[src/rtl/lws_pkg.sv]
// Shared types and constants for the lexer with symbol table.
`timescale 1ns / 1ps
package lws_pkg;

  typedef enum logic [2:0] {
    KIND_ID      = 3'd0,
    KIND_KEYWORD = 3'd1,
    KIND_NUM     = 3'd2,
    KIND_OP      = 3'd3,
    KIND_SPECIAL = 3'd4,
    KIND_FUN     = 3'd5
  } kind_t;

  localparam logic [2:0] KW_NONE   = 3'd0;
  localparam logic [2:0] KW_MAIN   = 3'd1;
  localparam logic [2:0] KW_INT    = 3'd2;
  localparam logic [2:0] KW_CHAR   = 3'd3;
  localparam logic [2:0] KW_RETURN = 3'd4;
  localparam logic [2:0] KW_FUNC   = 3'd5;
  localparam logic [2:0] TYPE_FUNC = 3'd6;

  // Token handed from the scanner to the symbol stage.
  typedef struct packed {
    kind_t       kind;
    logic [63:0] text;
    logic [3:0]  len;
    logic        ovf;
    logic [7:0]  scope;
    logic        last;
  } tok_t;

  // Finished result.
  typedef struct packed {
    logic [2:0]  kind;
    logic [63:0] text;
    logic [3:0]  len;
    logic        ovf;
    logic [2:0]  kw;
    logic [4:0]  id;
    logic        isnew;
    logic [2:0]  stype;
    logic [2:0]  ssize;
    logic [7:0]  sscope;
    logic [2:0]  sret;
    logic        last;
  } res_t;

  function automatic logic [2:0] keyword_of(input logic [63:0] t);
    logic [2:0] k;
    k = KW_NONE;
    unique case (t)
      64'h6E69616D:       k = KW_MAIN;
      64'h746E69:         k = KW_INT;
      64'h72616863:       k = KW_CHAR;
      64'h6E72757465_72:  k = KW_RETURN;
      64'h636E7566:       k = KW_FUNC;
      default:            k = KW_NONE;
    endcase
    return k;
  endfunction

  function automatic logic is_letter(input logic [7:0] c);
    return (c >= 8'h41 && c <= 8'h5A) || (c >= 8'h61 && c <= 8'h7A);
  endfunction
  function automatic logic is_digit(input logic [7:0] c);
    return c >= 8'h30 && c <= 8'h39;
  endfunction
  function automatic logic is_special(input logic [7:0] c);
    return c == 8'h5B || c == 8'h5D || c == 8'h7B || c == 8'h7D || c == 8'h28 ||
           c == 8'h29 || c == 8'h2C || c == 8'h3B || c == 8'h3A || c == 8'h2E ||
           c == 8'h23;
  endfunction
  function automatic logic is_operator(input logic [7:0] c);
    return c == 8'h2B || c == 8'h2D || c == 8'h2A || c == 8'h2F || c == 8'h25 ||
           c == 8'h3C || c == 8'h3E || c == 8'h3D || c == 8'h21 || c == 8'h26 ||
           c == 8'h7C || c == 8'h5E || c == 8'h7E;
  endfunction

endpackage

[src/rtl/lws_scan.sv]
// Front end: character classifier and token builder.
`timescale 1ns / 1ps
module lws_scan #(
  parameter int MAX_CHARS  = 8,
  parameter int SCOPE_BITS = 8
) (
  input  logic          clk,
  input  logic          rst,
  input  logic          push,
  output logic          full,
  input  logic [7:0]    ch,
  input  logic          end_of_input,
  output logic          tok_valid,
  input  logic          tok_ready,
  output lws_pkg::tok_t tok
);

  typedef enum logic [3:0] {
    M_IDLE  = 4'b0001,
    M_IDENT = 4'b0010,
    M_NUM   = 4'b0100,
    M_OP    = 4'b1000
  } mode_t;

  localparam logic signed [SCOPE_BITS-1:0] SMAX = {1'b0, {(SCOPE_BITS-1){1'b1}}};
  localparam logic signed [SCOPE_BITS-1:0] SMIN = {1'b1, {(SCOPE_BITS-1){1'b0}}};

  mode_t mode, mode_next;
  logic [63:0] text, text_next;
  logic [3:0]  len, len_next;
  logic        ovf, ovf_next;
  logic signed [SCOPE_BITS-1:0] scope, scope_next;

  // Second token of a byte waits here.
  logic          hold;
  lws_pkg::tok_t hold_tok;

  lws_pkg::tok_t t0, t1;
  logic v0, v1;
  logic take;

  assign full = hold || (tok_valid && !tok_ready);
  assign take = push && !full;

  always_comb begin
    logic fl, fun, appended, cont;
    mode_next  = mode;
    text_next  = text;
    len_next   = len;
    ovf_next   = ovf;
    scope_next = scope;
    fl = 1'b0; fun = 1'b0; cont = 1'b0; appended = 1'b0;
    v0 = 1'b0; v1 = 1'b0;
    t0 = '0; t1 = '0;
    if (end_of_input) begin
      fl = (mode != M_IDLE);
    end else begin
      unique case (mode)
        M_IDENT: begin
          if (lws_pkg::is_letter(ch) || lws_pkg::is_digit(ch) || ch == 8'h5F) cont = 1'b1;
          else begin fl = 1'b1; fun = (ch == 8'h28); end
        end
        M_NUM: begin
          if (lws_pkg::is_digit(ch) || ch == 8'h2E || ch == 8'h65 || ch == 8'h45) cont = 1'b1;
          else fl = 1'b1;
        end
        M_OP: begin
          if (lws_pkg::is_operator(ch)) cont = 1'b1;
          else if (ch == 8'h20 || ch == 8'h09) appended = 1'b1;
          else fl = 1'b1;
        end
        default: ;
      endcase
    end
    if (fl) begin
      v0 = 1'b1;
      t0.kind = (mode == M_IDENT) ? (fun ? lws_pkg::KIND_FUN : lws_pkg::KIND_ID) :
                (mode == M_NUM) ? lws_pkg::KIND_NUM : lws_pkg::KIND_OP;
      t0.text = text; t0.len = len; t0.ovf = ovf;
      t0.scope = 8'(scope);
      mode_next = M_IDLE; text_next = '0; len_next = '0; ovf_next = 1'b0;
    end
    if (cont) begin
      if (len < 4'(MAX_CHARS)) begin
        text_next = text | (64'(ch) << {len[2:0], 3'b000});
        len_next  = len + 4'd1;
      end else ovf_next = 1'b1;
    end else if (!end_of_input && !appended) begin
      if (lws_pkg::is_letter(ch) || lws_pkg::is_digit(ch) ||
          (ch != 8'h00 && lws_pkg::is_operator(ch))) begin
        mode_next = lws_pkg::is_letter(ch) ? M_IDENT :
                    lws_pkg::is_digit(ch) ? M_NUM : M_OP;
        text_next = 64'(ch); len_next = 4'd1; ovf_next = 1'b0;
      end else if (lws_pkg::is_special(ch)) begin
        if (ch == 8'h7B && scope < SMAX) scope_next = scope + 1'b1;
        else if (ch == 8'h7D && scope > SMIN) scope_next = scope - 1'b1;
        v1 = 1'b1;
        t1.kind = lws_pkg::KIND_SPECIAL;
        t1.text = 64'(ch); t1.len = 4'd1; t1.ovf = 1'b0; t1.scope = '0;
      end
    end
    t0.last = !v1;
    t1.last = 1'b1;
  end

  always_ff @(posedge clk) begin
    if (rst) begin
      mode <= M_IDLE; text <= '0; len <= '0; ovf <= 1'b0; scope <= '0;
      tok_valid <= 1'b0; hold <= 1'b0;
    end else begin
      if (tok_valid && tok_ready) begin
        tok_valid <= hold;
        tok <= hold_tok;
        hold <= 1'b0;
      end
      if (take) begin
        mode <= mode_next; text <= text_next; len <= len_next;
        ovf <= ovf_next; scope <= scope_next;
        if (v0 || v1) begin
          tok_valid <= 1'b1;
          tok <= v0 ? t0 : t1;
          hold <= v0 && v1;
          hold_tok <= t1;
        end
      end
    end
  end

endmodule

[src/rtl/lws_symtab.sv]
// Back end: keyword match and symbol table lookup and insert.
`timescale 1ns / 1ps
module lws_symtab #(
  parameter int TABLE_DEPTH = 16
) (
  input  logic          clk,
  input  logic          rst,
  input  logic          tok_valid,
  output logic          tok_ready,
  input  lws_pkg::tok_t tok,
  output logic          res_valid,
  input  logic          res_ready,
  output lws_pkg::res_t res
);

  localparam int IW = (TABLE_DEPTH > 1) ? $clog2(TABLE_DEPTH) : 1;
  localparam int CW = $clog2(TABLE_DEPTH + 1);

  typedef enum logic [2:0] {
    S_IDLE = 3'b001,
    S_SCAN = 3'b010,
    S_OUT  = 3'b100
  } st_t;

  st_t st;
  lws_pkg::tok_t cur;
  lws_pkg::tok_t tok_in;
  logic [2:0]  tok_kw;
  logic        tok_is_kw;
  logic [63:0] names [TABLE_DEPTH];
  logic [16:0] attrs [TABLE_DEPTH];
  logic [63:0] rd_name;
  logic [16:0] rd_attr;
  logic [CW-1:0] count, idx;
  logic        rd_ok;
  logic [CW-1:0] rd_idx;
  logic [2:0]  last_kw;
  logic [16:0] new_attr;
  logic [2:0]  ksz;

  // A new token is taken only while the result register is empty, so a
  // finished lookup never has to wait for the output side.
  assign tok_ready = (st == S_IDLE) && !res_valid;

  assign tok_kw    = lws_pkg::keyword_of(tok.text);
  assign tok_is_kw = (tok.kind == lws_pkg::KIND_ID) && !tok.ovf &&
                     (tok_kw != lws_pkg::KW_NONE);

  always_comb begin
    tok_in = tok;
    if (tok_is_kw) tok_in.kind = lws_pkg::KIND_KEYWORD;
  end

  assign ksz = (last_kw == lws_pkg::KW_INT) ? 3'd4 :
               (last_kw == lws_pkg::KW_CHAR) ? 3'd1 : 3'd0;
  assign new_attr = (cur.kind == lws_pkg::KIND_FUN) ?
                    {last_kw, cur.scope, 3'd0, lws_pkg::TYPE_FUNC} :
                    {3'd0, cur.scope, ksz, last_kw};

  // One entry is read per cycle; table walked from the oldest entry.
  always_ff @(posedge clk) begin
    rd_name <= names[idx[IW-1:0]];
    rd_attr <= attrs[idx[IW-1:0]];
  end

  always_ff @(posedge clk) begin
    if (rst) begin
      st <= S_IDLE; count <= '0; last_kw <= lws_pkg::KW_NONE;
      res_valid <= 1'b0; rd_ok <= 1'b0;
    end else begin
      if (res_valid && res_ready) res_valid <= 1'b0;
      unique case (st)
        S_IDLE: if (tok_valid && tok_ready) begin
          cur <= tok_in; idx <= '0; rd_ok <= 1'b0;
          if (tok_is_kw) begin
            last_kw <= tok_kw;
            st <= S_OUT;
          end else if (tok.kind == lws_pkg::KIND_ID || tok.kind == lws_pkg::KIND_FUN)
            st <= S_SCAN;
          else st <= S_OUT;
        end
        S_SCAN: begin
          // rd_name holds entry rd_idx when rd_ok is set.
          if (rd_ok && rd_name == cur.text) begin
            res.kind <= 3'(cur.kind); res.text <= cur.text; res.len <= cur.len;
            res.ovf <= cur.ovf; res.kw <= '0; res.id <= 5'(rd_idx + 1'b1);
            res.isnew <= 1'b0; res.stype <= rd_attr[2:0]; res.ssize <= rd_attr[5:3];
            res.sscope <= rd_attr[13:6]; res.sret <= rd_attr[16:14]; res.last <= cur.last;
            st <= S_IDLE; res_valid <= 1'b1;
          end else if (idx >= count && (!rd_ok || rd_idx + 1'b1 >= count)) begin
            res.kind <= 3'(cur.kind); res.text <= cur.text; res.len <= cur.len;
            res.ovf <= cur.ovf; res.kw <= '0; res.last <= cur.last;
            if (count < CW'(TABLE_DEPTH)) begin
              names[count[IW-1:0]] <= cur.text;
              attrs[count[IW-1:0]] <= new_attr;
              count <= count + 1'b1;
              res.id <= 5'(count + 1'b1); res.isnew <= 1'b1;
              res.stype <= new_attr[2:0]; res.ssize <= new_attr[5:3];
              res.sscope <= new_attr[13:6]; res.sret <= new_attr[16:14];
            end else begin
              res.id <= '0; res.isnew <= 1'b0; res.stype <= '0; res.ssize <= '0;
              res.sscope <= '0; res.sret <= '0;
            end
            st <= S_IDLE; res_valid <= 1'b1;
          end else begin
            rd_ok  <= (idx < count);
            rd_idx <= idx;
            if (idx < count) idx <= idx + 1'b1;
          end
        end
        S_OUT: if (!res_valid || res_ready) begin
          res.kind <= 3'(cur.kind); res.text <= cur.text; res.len <= cur.len;
          res.ovf <= cur.ovf;
          res.kw <= (cur.kind == lws_pkg::KIND_KEYWORD) ? lws_pkg::keyword_of(cur.text) : '0;
          res.id <= '0; res.isnew <= 1'b0; res.stype <= '0; res.ssize <= '0;
          res.sscope <= '0; res.sret <= '0; res.last <= cur.last;
          res_valid <= 1'b1; st <= S_IDLE;
        end
        default: st <= S_IDLE;
      endcase
    end
  end

endmodule

[src/rtl/lexer_with_symbol_table_unit.sv]
// Top level of the lexer with symbol table.
// A byte that ends a run is registered as a token in the scanner; the symbol stage
// then takes it and registers the result directly for keywords, numbers, operators
// and specials, or after walking the table up to a match for identifiers. A token
// waits while the previous result is unpopped. Throughput: one byte per cycle while
// full is low; the symbol walk and each pop set the pace when tokens are emitted.
// Reset (rst, synchronous) empties the table and clears all scanner state.
`timescale 1ns / 1ps
module lexer_with_symbol_table_unit #(
  parameter int TABLE_DEPTH = 16,
  parameter int MAX_CHARS   = 8,
  parameter int SCOPE_BITS  = 8
) (
  input  logic              clk,
  input  logic              rst,
  input  logic              push,
  output logic              full,
  input  logic [7:0]        ch,
  input  logic              end_of_input,
  output logic              empty,
  input  logic              pop,
  output logic [2:0]        tok_kind,
  output logic [63:0]       tok_text,
  output logic [3:0]        tok_len,
  output logic              truncated,
  output logic [2:0]        keyword_code,
  output logic [4:0]        sym_id,
  output logic              sym_new,
  output logic [2:0]        sym_type,
  output logic [2:0]        sym_size,
  output logic signed [7:0] sym_scope,
  output logic [2:0]        sym_return,
  output logic              last_of_run
);

  // The scanner hands finished tokens across a token register with one spare
  // slot for the second token of a byte; the symbol stage holds the token
  // while it walks the table.
  lws_pkg::tok_t tok;
  lws_pkg::res_t res;
  logic tok_valid, tok_ready, res_valid;

  lws_scan #(.MAX_CHARS(MAX_CHARS), .SCOPE_BITS(SCOPE_BITS)) u_scan (
    .clk, .rst, .push, .full, .ch, .end_of_input,
    .tok_valid, .tok_ready, .tok
  );

  lws_symtab #(.TABLE_DEPTH(TABLE_DEPTH)) u_sym (
    .clk, .rst, .tok_valid, .tok_ready, .tok,
    .res_valid, .res_ready(pop), .res
  );

  assign empty        = !res_valid;
  assign tok_kind     = res.kind;
  assign tok_text     = res.text;
  assign tok_len      = res.len;
  assign truncated    = res.ovf;
  assign keyword_code = res.kw;
  assign sym_id       = res.id;
  assign sym_new      = res.isnew;
  assign sym_type     = res.stype;
  assign sym_size     = res.ssize;
  assign sym_scope    = res.sscope;
  assign sym_return   = res.sret;
  assign last_of_run  = res.last;

endmodule

[config.mk]
export PLATFORM = sky130hd
export DESIGN_NAME = lexer_with_symbol_table_unit
export DESIGN_NICKNAME = d
export VERILOG_FILES = /design/src/rtl/lws_pkg.sv /design/src/rtl/lws_scan.sv /design/src/rtl/lws_symtab.sv /design/src/rtl/lexer_with_symbol_table_unit.sv
export SDC_FILE = /design/constraint.sdc
export NUM_CORES = 2
export LEC_CHECK = 0
export BUFFER_PORTS_ARGS = -buffer_cell sky130_fd_sc_hd__buf_4
export CAP_MARGIN = 20
export CELL_PAD_IN_SITES_DETAIL_PLACEMENT = 0
export CELL_PAD_IN_SITES_GLOBAL_PLACEMENT = 1
export CORE_MARGIN = 2
export CORE_UTILIZATION = 50
export CTS_CLUSTER_SIZE = 24
export DETAILED_ROUTE_END_ITERATION = 6
export GPL_TIMING_DRIVEN = 0
export PLACE_DENSITY = 0.79
export SKIP_CTS_REPAIR_TIMING = 1
export SYNTH_ARGS = -nofsm -noshare
export SYNTH_HDL_FRONTEND = slang
export SYNTH_HIERARCHICAL = 1
export SYNTH_SLANG_ARGS = --single-unit
[constraint.sdc]
create_clock -name clk -period 13.13 [get_ports clk]
set_clock_uncertainty 0.15 [all_clocks]
set_input_delay 1.9695 -clock clk [delete_from_list [all_inputs] [get_ports clk]]
set_output_delay 1.9695 -clock clk [all_outputs]
set_load 0.1 [all_outputs]
Word-level counts from Yosys, hierarchy flattened
Memory sizes are Yosys's and may differ from the RTL's. A register that Yosys moved wholly into a read port is not among the register bits.
Index checks and enable logic that the tools add are counted.
{"block": "totals", "memories": 2, "output_inout_bits": 101, "mem_bits_rw": 1296, "ff_bits": 447, "wordCells": 307}
{"block": "classes", "bitwise": 6, "shift": 1, "n_lt_le_gt_ge": 13, "reduce_logical": 76, "n_addsub": 6, "muxes": 102, "n_eq_ne": 58}
{"name": "u_sym.names", "depth": 16, "word_bits": 64, "read_ports": 1, "rd_clocked_by_memory_dff": 1, "write_ports": 1, "line": "lws_symtab.sv:30", "text": "logic [63:0] names [TABLE_DEPTH];"}
{"name": "u_sym.attrs", "depth": 16, "word_bits": 17, "read_ports": 1, "rd_clocked_by_memory_dff": 1, "write_ports": 1, "line": "lws_symtab.sv:31", "text": "logic [16:0] attrs [TABLE_DEPTH];"}
{"cell": "$mux W80", "n": 5}
{"cell": "$eq A64 B31 Y1 const B", "n": 6}
{"cell": "$mux W81", "n": 4}
{"cell": "$mux W64", "n": 5}
{"cell": "$mux W99", "n": 3}
{"cell": "$pmux W99 S2", "n": 1}
{"cell": "$eq A8 B6 Y1 const B", "n": 18}
{"cell": "$eq A64 B23 Y1 const B", "n": 2}
{"cell": "$eq A64 B47 Y1 const B", "n": 2}
{"cell": "$eq A8 B7 Y1 const B", "n": 10}
{"cell": "$eq A64 B64 Y1", "n": 1}
{"cell": "$or A64 B64 Y64", "n": 1}
{"cell": "$shl A8 B6 Y64", "n": 1}
{"cell": "$mux W1", "n": 47}
{"cell": "$mux W4", "n": 11}
{"cell": "$logic_or A1 B1 Y1", "n": 35}
{"cell": "$mux W3", "n": 10}
{"cell": "$pmux W3 S5", "n": 2}
{"cell": "$mux W23", "n": 1}
{"cell": "$mux W5", "n": 4}
{"cell": "$logic_and A1 B1 Y1", "n": 17}
{"cell": "$mux W17", "n": 1}
{"cell": "$ge A8 B7 Y1 const B", "n": 2}
{"cell": "$le A8 B7 Y1 const B", "n": 2}
{"cell": "other kinds (37)", "n": 71}

Depth between registers and ports, before layout
{"block": "depth", "word_depth": 24, "mapped_depth": 14}

By module
The synthesis kept the hierarchy.
{"module": "lws_symtab", "area_per_inst_um2": 58496.1, "n_inst": 1, "cells_per_inst": 2519, "seq_area_each_um2": 45974.1}
{"module": "lws_scan", "area_per_inst_um2": 7835.0, "n_inst": 1, "cells_per_inst": 667, "seq_area_each_um2": 4364.2}
{"module": "lexer_with_symbol_table_unit", "area_per_inst_um2": 3.8, "n_inst": 1, "cells_per_inst": 1, "seq_area_each_um2": 0.0}

Worst setup path before layout
OpenSTA, ideal clock, no wires.
{"block": "synth_path", "path_kind": "input to register", "startpoint": "input port rst", "endpoint": "register, netlist name u_sym/res[0]", "setup_time_ns": 0.830, "cell_stages": 3, "t_arrival_ns": 12.462, "slack_ns": -0.312, "required_ns": 12.150, "path_cell_list": "clkbuf_1 -> clkbuf_1 -> nor4b_1"}
{"block": "synth_via", "elab_chain_cells": 2}
{"item": "start: declaration", "line": "lexer_with_symbol_table_unit.sv:15", "text": "input logic rst,"}
{"item": "$not A1 Y1 (no source line)"}
{"item": "$reduce_and A4 Y1 (no source line)"}
No other way between the ends.
A chain may end at the register's enable or synchronous reset.

Worst setup path after layout
{"block": "layout_path", "startpoint": "register u_sym.idx[0]", "endpoint": "memory u_sym.names[2][20], enable pin"}
{"block": "layout_via", "elab_chain_cells": 7}
{"item": "start: declaration", "line": "lws_symtab.sv:34", "text": "logic [CW-1:0] count, idx;"}
{"item": "start signal: assignment", "line": "lws_symtab.sv:108", "text": "if (idx < count) idx <= idx + 1'b1;"}
{"item": "$ge A5 B5 Y1", "line": "lws_symtab.sv:90", "text": "end else if (idx >= count && (!rd_ok || rd_idx + 1'b1 >= count)) begin"}
{"item": "$logic_and A1 B1 Y1", "line": "lws_symtab.sv:90"}
{"item": "$mux W1", "line": "lws_symtab.sv:90"}
{"item": "$mux W1", "line": "lws_symtab.sv:84", "text": "if (rd_ok && rd_name == cur.text) begin"}
{"item": "$mux W1", "line": "lws_symtab.sv:72", "text": "unique case (st)"}
{"item": "$mux W1", "line": "lws_symtab.sv:67", "text": "if (rst) begin"}
{"item": "$mux W1 (implied by the code)", "line": "lws_symtab.sv:94", "text": "names[count[IW-1:0]] <= cur.text;"}
{"item": "end: declaration", "line": "lws_symtab.sv:30"}
No other way between the ends.

==> results.json <==
{
  "status": "completed",
  "die_w_um": 368.2,
  "tightestPinTransition_ns": 1.117,
  "port_buffers": 109,
  "finalHoldViolCount": 0,
  "synthToLayoutAreaGrowth_pct": 17.02,
  "core_mm2": 0.1316,
  "finalSetupViolations": 0,
  "async_reset_ff_share_pct": 0,
  "ant_nets": 0,
  "max_freq_mhz": 142.1,
  "synth_most_common_cell": "edfxtp_1",
  "synth_edf_count": 1559,
  "critPathMostFrequentCell": "buf_4",
  "r2r-end": "u_sym/names[2][20]",
  "netlist.area_leader.share_pct": 70.57,
  "cap_violations": 0,
  "finalNonFillerCells": 5616,
  "ys_ff_latch": 1735,
  "critPathTopFamily": "buffers and inverters",
  "syn_nets": 3225,
  "internal-power_uw": 8814,
  "clk_pin_slew_worst_paths_ns": 0.06,
  "crit_fanout": 10,
  "cts_root_buf": "clkbuf_16",
  "grt_max_degree": 51,
  "yosysSeqAreaShare_pct": 75.89,
  "avgSynthCellArea_um2": 20.81,
  "vias": 34690,
  "rsz0062_at_grt": "false",
  "drive_above_1_share_pct": 28.63,
  "worstPathArrival_ns": 7.37,
  "r2r_cells": 22,
  "dpl.hpwl_um": 114500,
  "post-route-util_pct": 58.97,
  "path_buf_inv": 14,
  "cp-startpoint": "u_sym/idx[0]",
  "place_congestion": 0.8775,
  "detail_route.iter0.violations": 4006,
  "crit_cells": 22,
  "slew_headroom_pct": 24.96,
  "hp-class": "register to register",
  "yosysTopAreaCell": "edfxtp_1",
  "nets": 3759,
  "critPathKind": "register to register",
  "cp-endpoint": "u_sym/names[2][20]",
  "post-place-cells": 5291,
  "clk_latency_ns": 0.79,
  "cts.path.max_buffers": 3,
  "clkSinkCount": 1735,
  "gr-total-overflow": 0,
  "cts_inserted_buffers": 168,
  "switching_share_pct": 19.41,
  "synth_area_leaders": "edfxtp_1 (71%), mux4_2 (14%), dfxtp_1 (5.3%)",
  "pin_count": 114,
  "cts_tree": "built",
  "track_usage_pct": 24.40,
  "nFillCells": 9233,
  "seqPwrFrac_pct": 55.1,
  "htreeDepth": 4,
  "drc": 0,
  "leakagePower_uw": 0.02544,
  "p_switching_uw": 2123,
  "r2r_start": "u_sym/idx[0]",
  "row_count": 133,
  "critPathRequiredTime_ns": 13.46,
  "min_period_ns": 7.036,
  "slew_violations": 0,
  "wl_per_cell_um": 29.30,
  "start_util_pct": 50.39,
  "drt-total-wl_um": 164500,
  "crit_chain": "clkbuf_1 > buf_16 > clkbuf_1 > buf_8 > buf_1 > inv_1 > ha_1 > nor2b_1 > o21a_1 > o21a_1 > a21o_1 > nand2_1 > or4_1 > buf_6 > nor4_2 > buf_4 > buf_4 > buf_4 > buf_4 > buf_4 > buf_6 > buf_4",
  "synthTopCellsByCount": "edfxtp_1 (1,559), mux4_2 (400), dfxtp_1 (176)",
  "dieArea_mm2": 0.1356,
  "grt_pass1_wl_um": 237900,
  "combPwrFrac_pct": 1.4,
  "fin_crit_sh_pct": 53.59,
  "ys.flop_type": "edfxtp_1",
  "grt_pass1_vias": 34180,
  "netlist_instances": 3187,
  "max_stage_delay_ns": 0.80,
  "end_kind": "register",
  "die_y_um": 368.2,
  "vdd_drop_max_mv": 0.09662,
  "worstSetupStartpointType": "register",
  "crit_slowest_cell": "nor4_2",
  "synth.distinct_cells": 99,
  "syn_area_mm2": 0.06633,
  "yosysWarnings": 6,
  "regToRegSetupSlack_ns": 6.09,
  "antenna_found_initial": 5,
  "powerDensity_mw_per_mm2": 140.9,
  "vias_per_cell": 6.177,
  "firstDrtPassIters": 5,
  "p_clk_share_pct": 43.5
}
==> registers in the layout (all words and copies together) (netlist names) <==
register	count
u_sym/rd_name	64
u_sym/cur	81
u_scan/tok	81
u_sym/idx	5
u_sym/names	1024
u_scan/hold	1
u_scan/text	64
u_sym/rd_attr	16
u_scan/tok_valid	1
u_sym/count	5
u_sym/st	3
u_sym/rd_ok	1
u_sym/res_valid	1
u_scan/ovf	1
u_scan/scope	8
u_sym/rd_idx	5
u_scan/hold_tok	9
u_scan/mode	4
u_sym/res	98
u_sym/attrs	256
u_scan/len	4
u_sym/last_kw	3
==> power groups by stage <==
stage / clock network [uW] / logic (uW) / registers [uW]
6_report: 4760 / 151 / 6030
5_1_grt: 5040 / 161 / 6030
4_1_cts: 4830 / 149 / 6020
3_5_place_dp: 0 / 149 / 6140
3_3_place_gp: 0 / 143 / 6140
2_1_floorplan: 0 / 104 / 6120
==> cell type report <==
type                       instances  area, um^2  share of cell area [%]
sequential                      1735       50340                   64.85
multi-input combinational       1256       15200                   19.58
clock buffer                     243        4823                   6.214
timing repair buffer             364        3496                   4.504
tap                             1755        2196                   2.829
buffer                           164       803.3                   1.035
clock inverter                    65       643.1                  0.8285
inverter                          32       120.1                  0.1547
antenna                            2       5.005                0.006448
==> per-layer routing <==
metal  vias up  track usage [%]  wire [um]
met2      1805            37.72      77600
met3       271            5.805      16250
met4         0            8.948       5495
li1      14410                -          -
met5         -                0          0
met1     18200            34.11      65210
==> cells by family after synthesis <==
kind of cell               synth area share [%]
xor gates and xnor gates                 0.8563
buffers and inverters                     1.384
and+or+nand+nor                           4.206
AOI/OAI and AO/OA                         3.282
adders and majority gates                0.4829
other                                   0.01132
muxes                                     13.89
DFF                                       75.89
==> through the flow <==
step | setup TNS [ns] | setup slack, ns | instance area [um^2] | total power [uW] | hold slack, ns
2_1_floorplan | 0 | 1.742 | 66340 | 6226 | 0.2503
3_3_place_gp | -9264.15 | -10.01 | 69360 | 6286 | 0.2554
3_5_place_dp | 0 | 6.303 | 71940 | 6290 | 0.2572
4_1_cts | 0 | 6.197 | 77410 | 11010 | 0.2792
5_1_grt | 0 | 5.816 | 77620 | 11230 | 0.2827
6_report | 0 | 6.094 | 77620 | 10940 | 0.2797
==> how the worst min path moves through the flow <==
| stage | endpoint | cells after the start | slack, ns | startpoint |
|---|---|---|---|---|
| 2_1_floorplan | u_sym/res[0] | 0 | 0.25 | u_sym/cur[0] |
| 6_report | u_sym/res[28] | 0 | 0.28 | u_sym/cur[10] |
| 3_5_place_dp | u_sym/res[31] | 0 | 0.26 | u_sym/cur[13] |
| 4_1_cts | u_sym/res[28] | 0 | 0.28 | u_sym/cur[10] |
| 5_1_grt | u_sym/res[31] | 0 | 0.28 | u_sym/cur[13] |
| 3_3_place_gp | u_sym/res[30] | 0 | 0.26 | u_sym/cur[12] |
==> layout by cell type, fill, tap and decap left out, types with 33 or more instances in the layout <==
| cell type | netlist | routed |
|---|---|---|
| a22o_1 | 94 | 94 |
| buf_4 | 9 | 236 |
| buf_6 | 17 | 101 |
| buf_8 | 1 | 47 |
| clkbuf_1 | 102 | 148 |
| clkbuf_16 | 0 | 174 |
| dfxtp_1 | 176 | 176 |
| edfxtp_1 | 1559 | 1559 |
| mux4_2 | 400 | 400 |
| nand2_1 | 61 | 61 |
| nand2b_1 | 33 | 33 |
| nand3_1 | 37 | 37 |
| nand4_1 | 37 | 37 |
| nor2_1 | 79 | 78 |
| xnor2_1 | 54 | 54 |
Power figures use the tool's default switching activity.
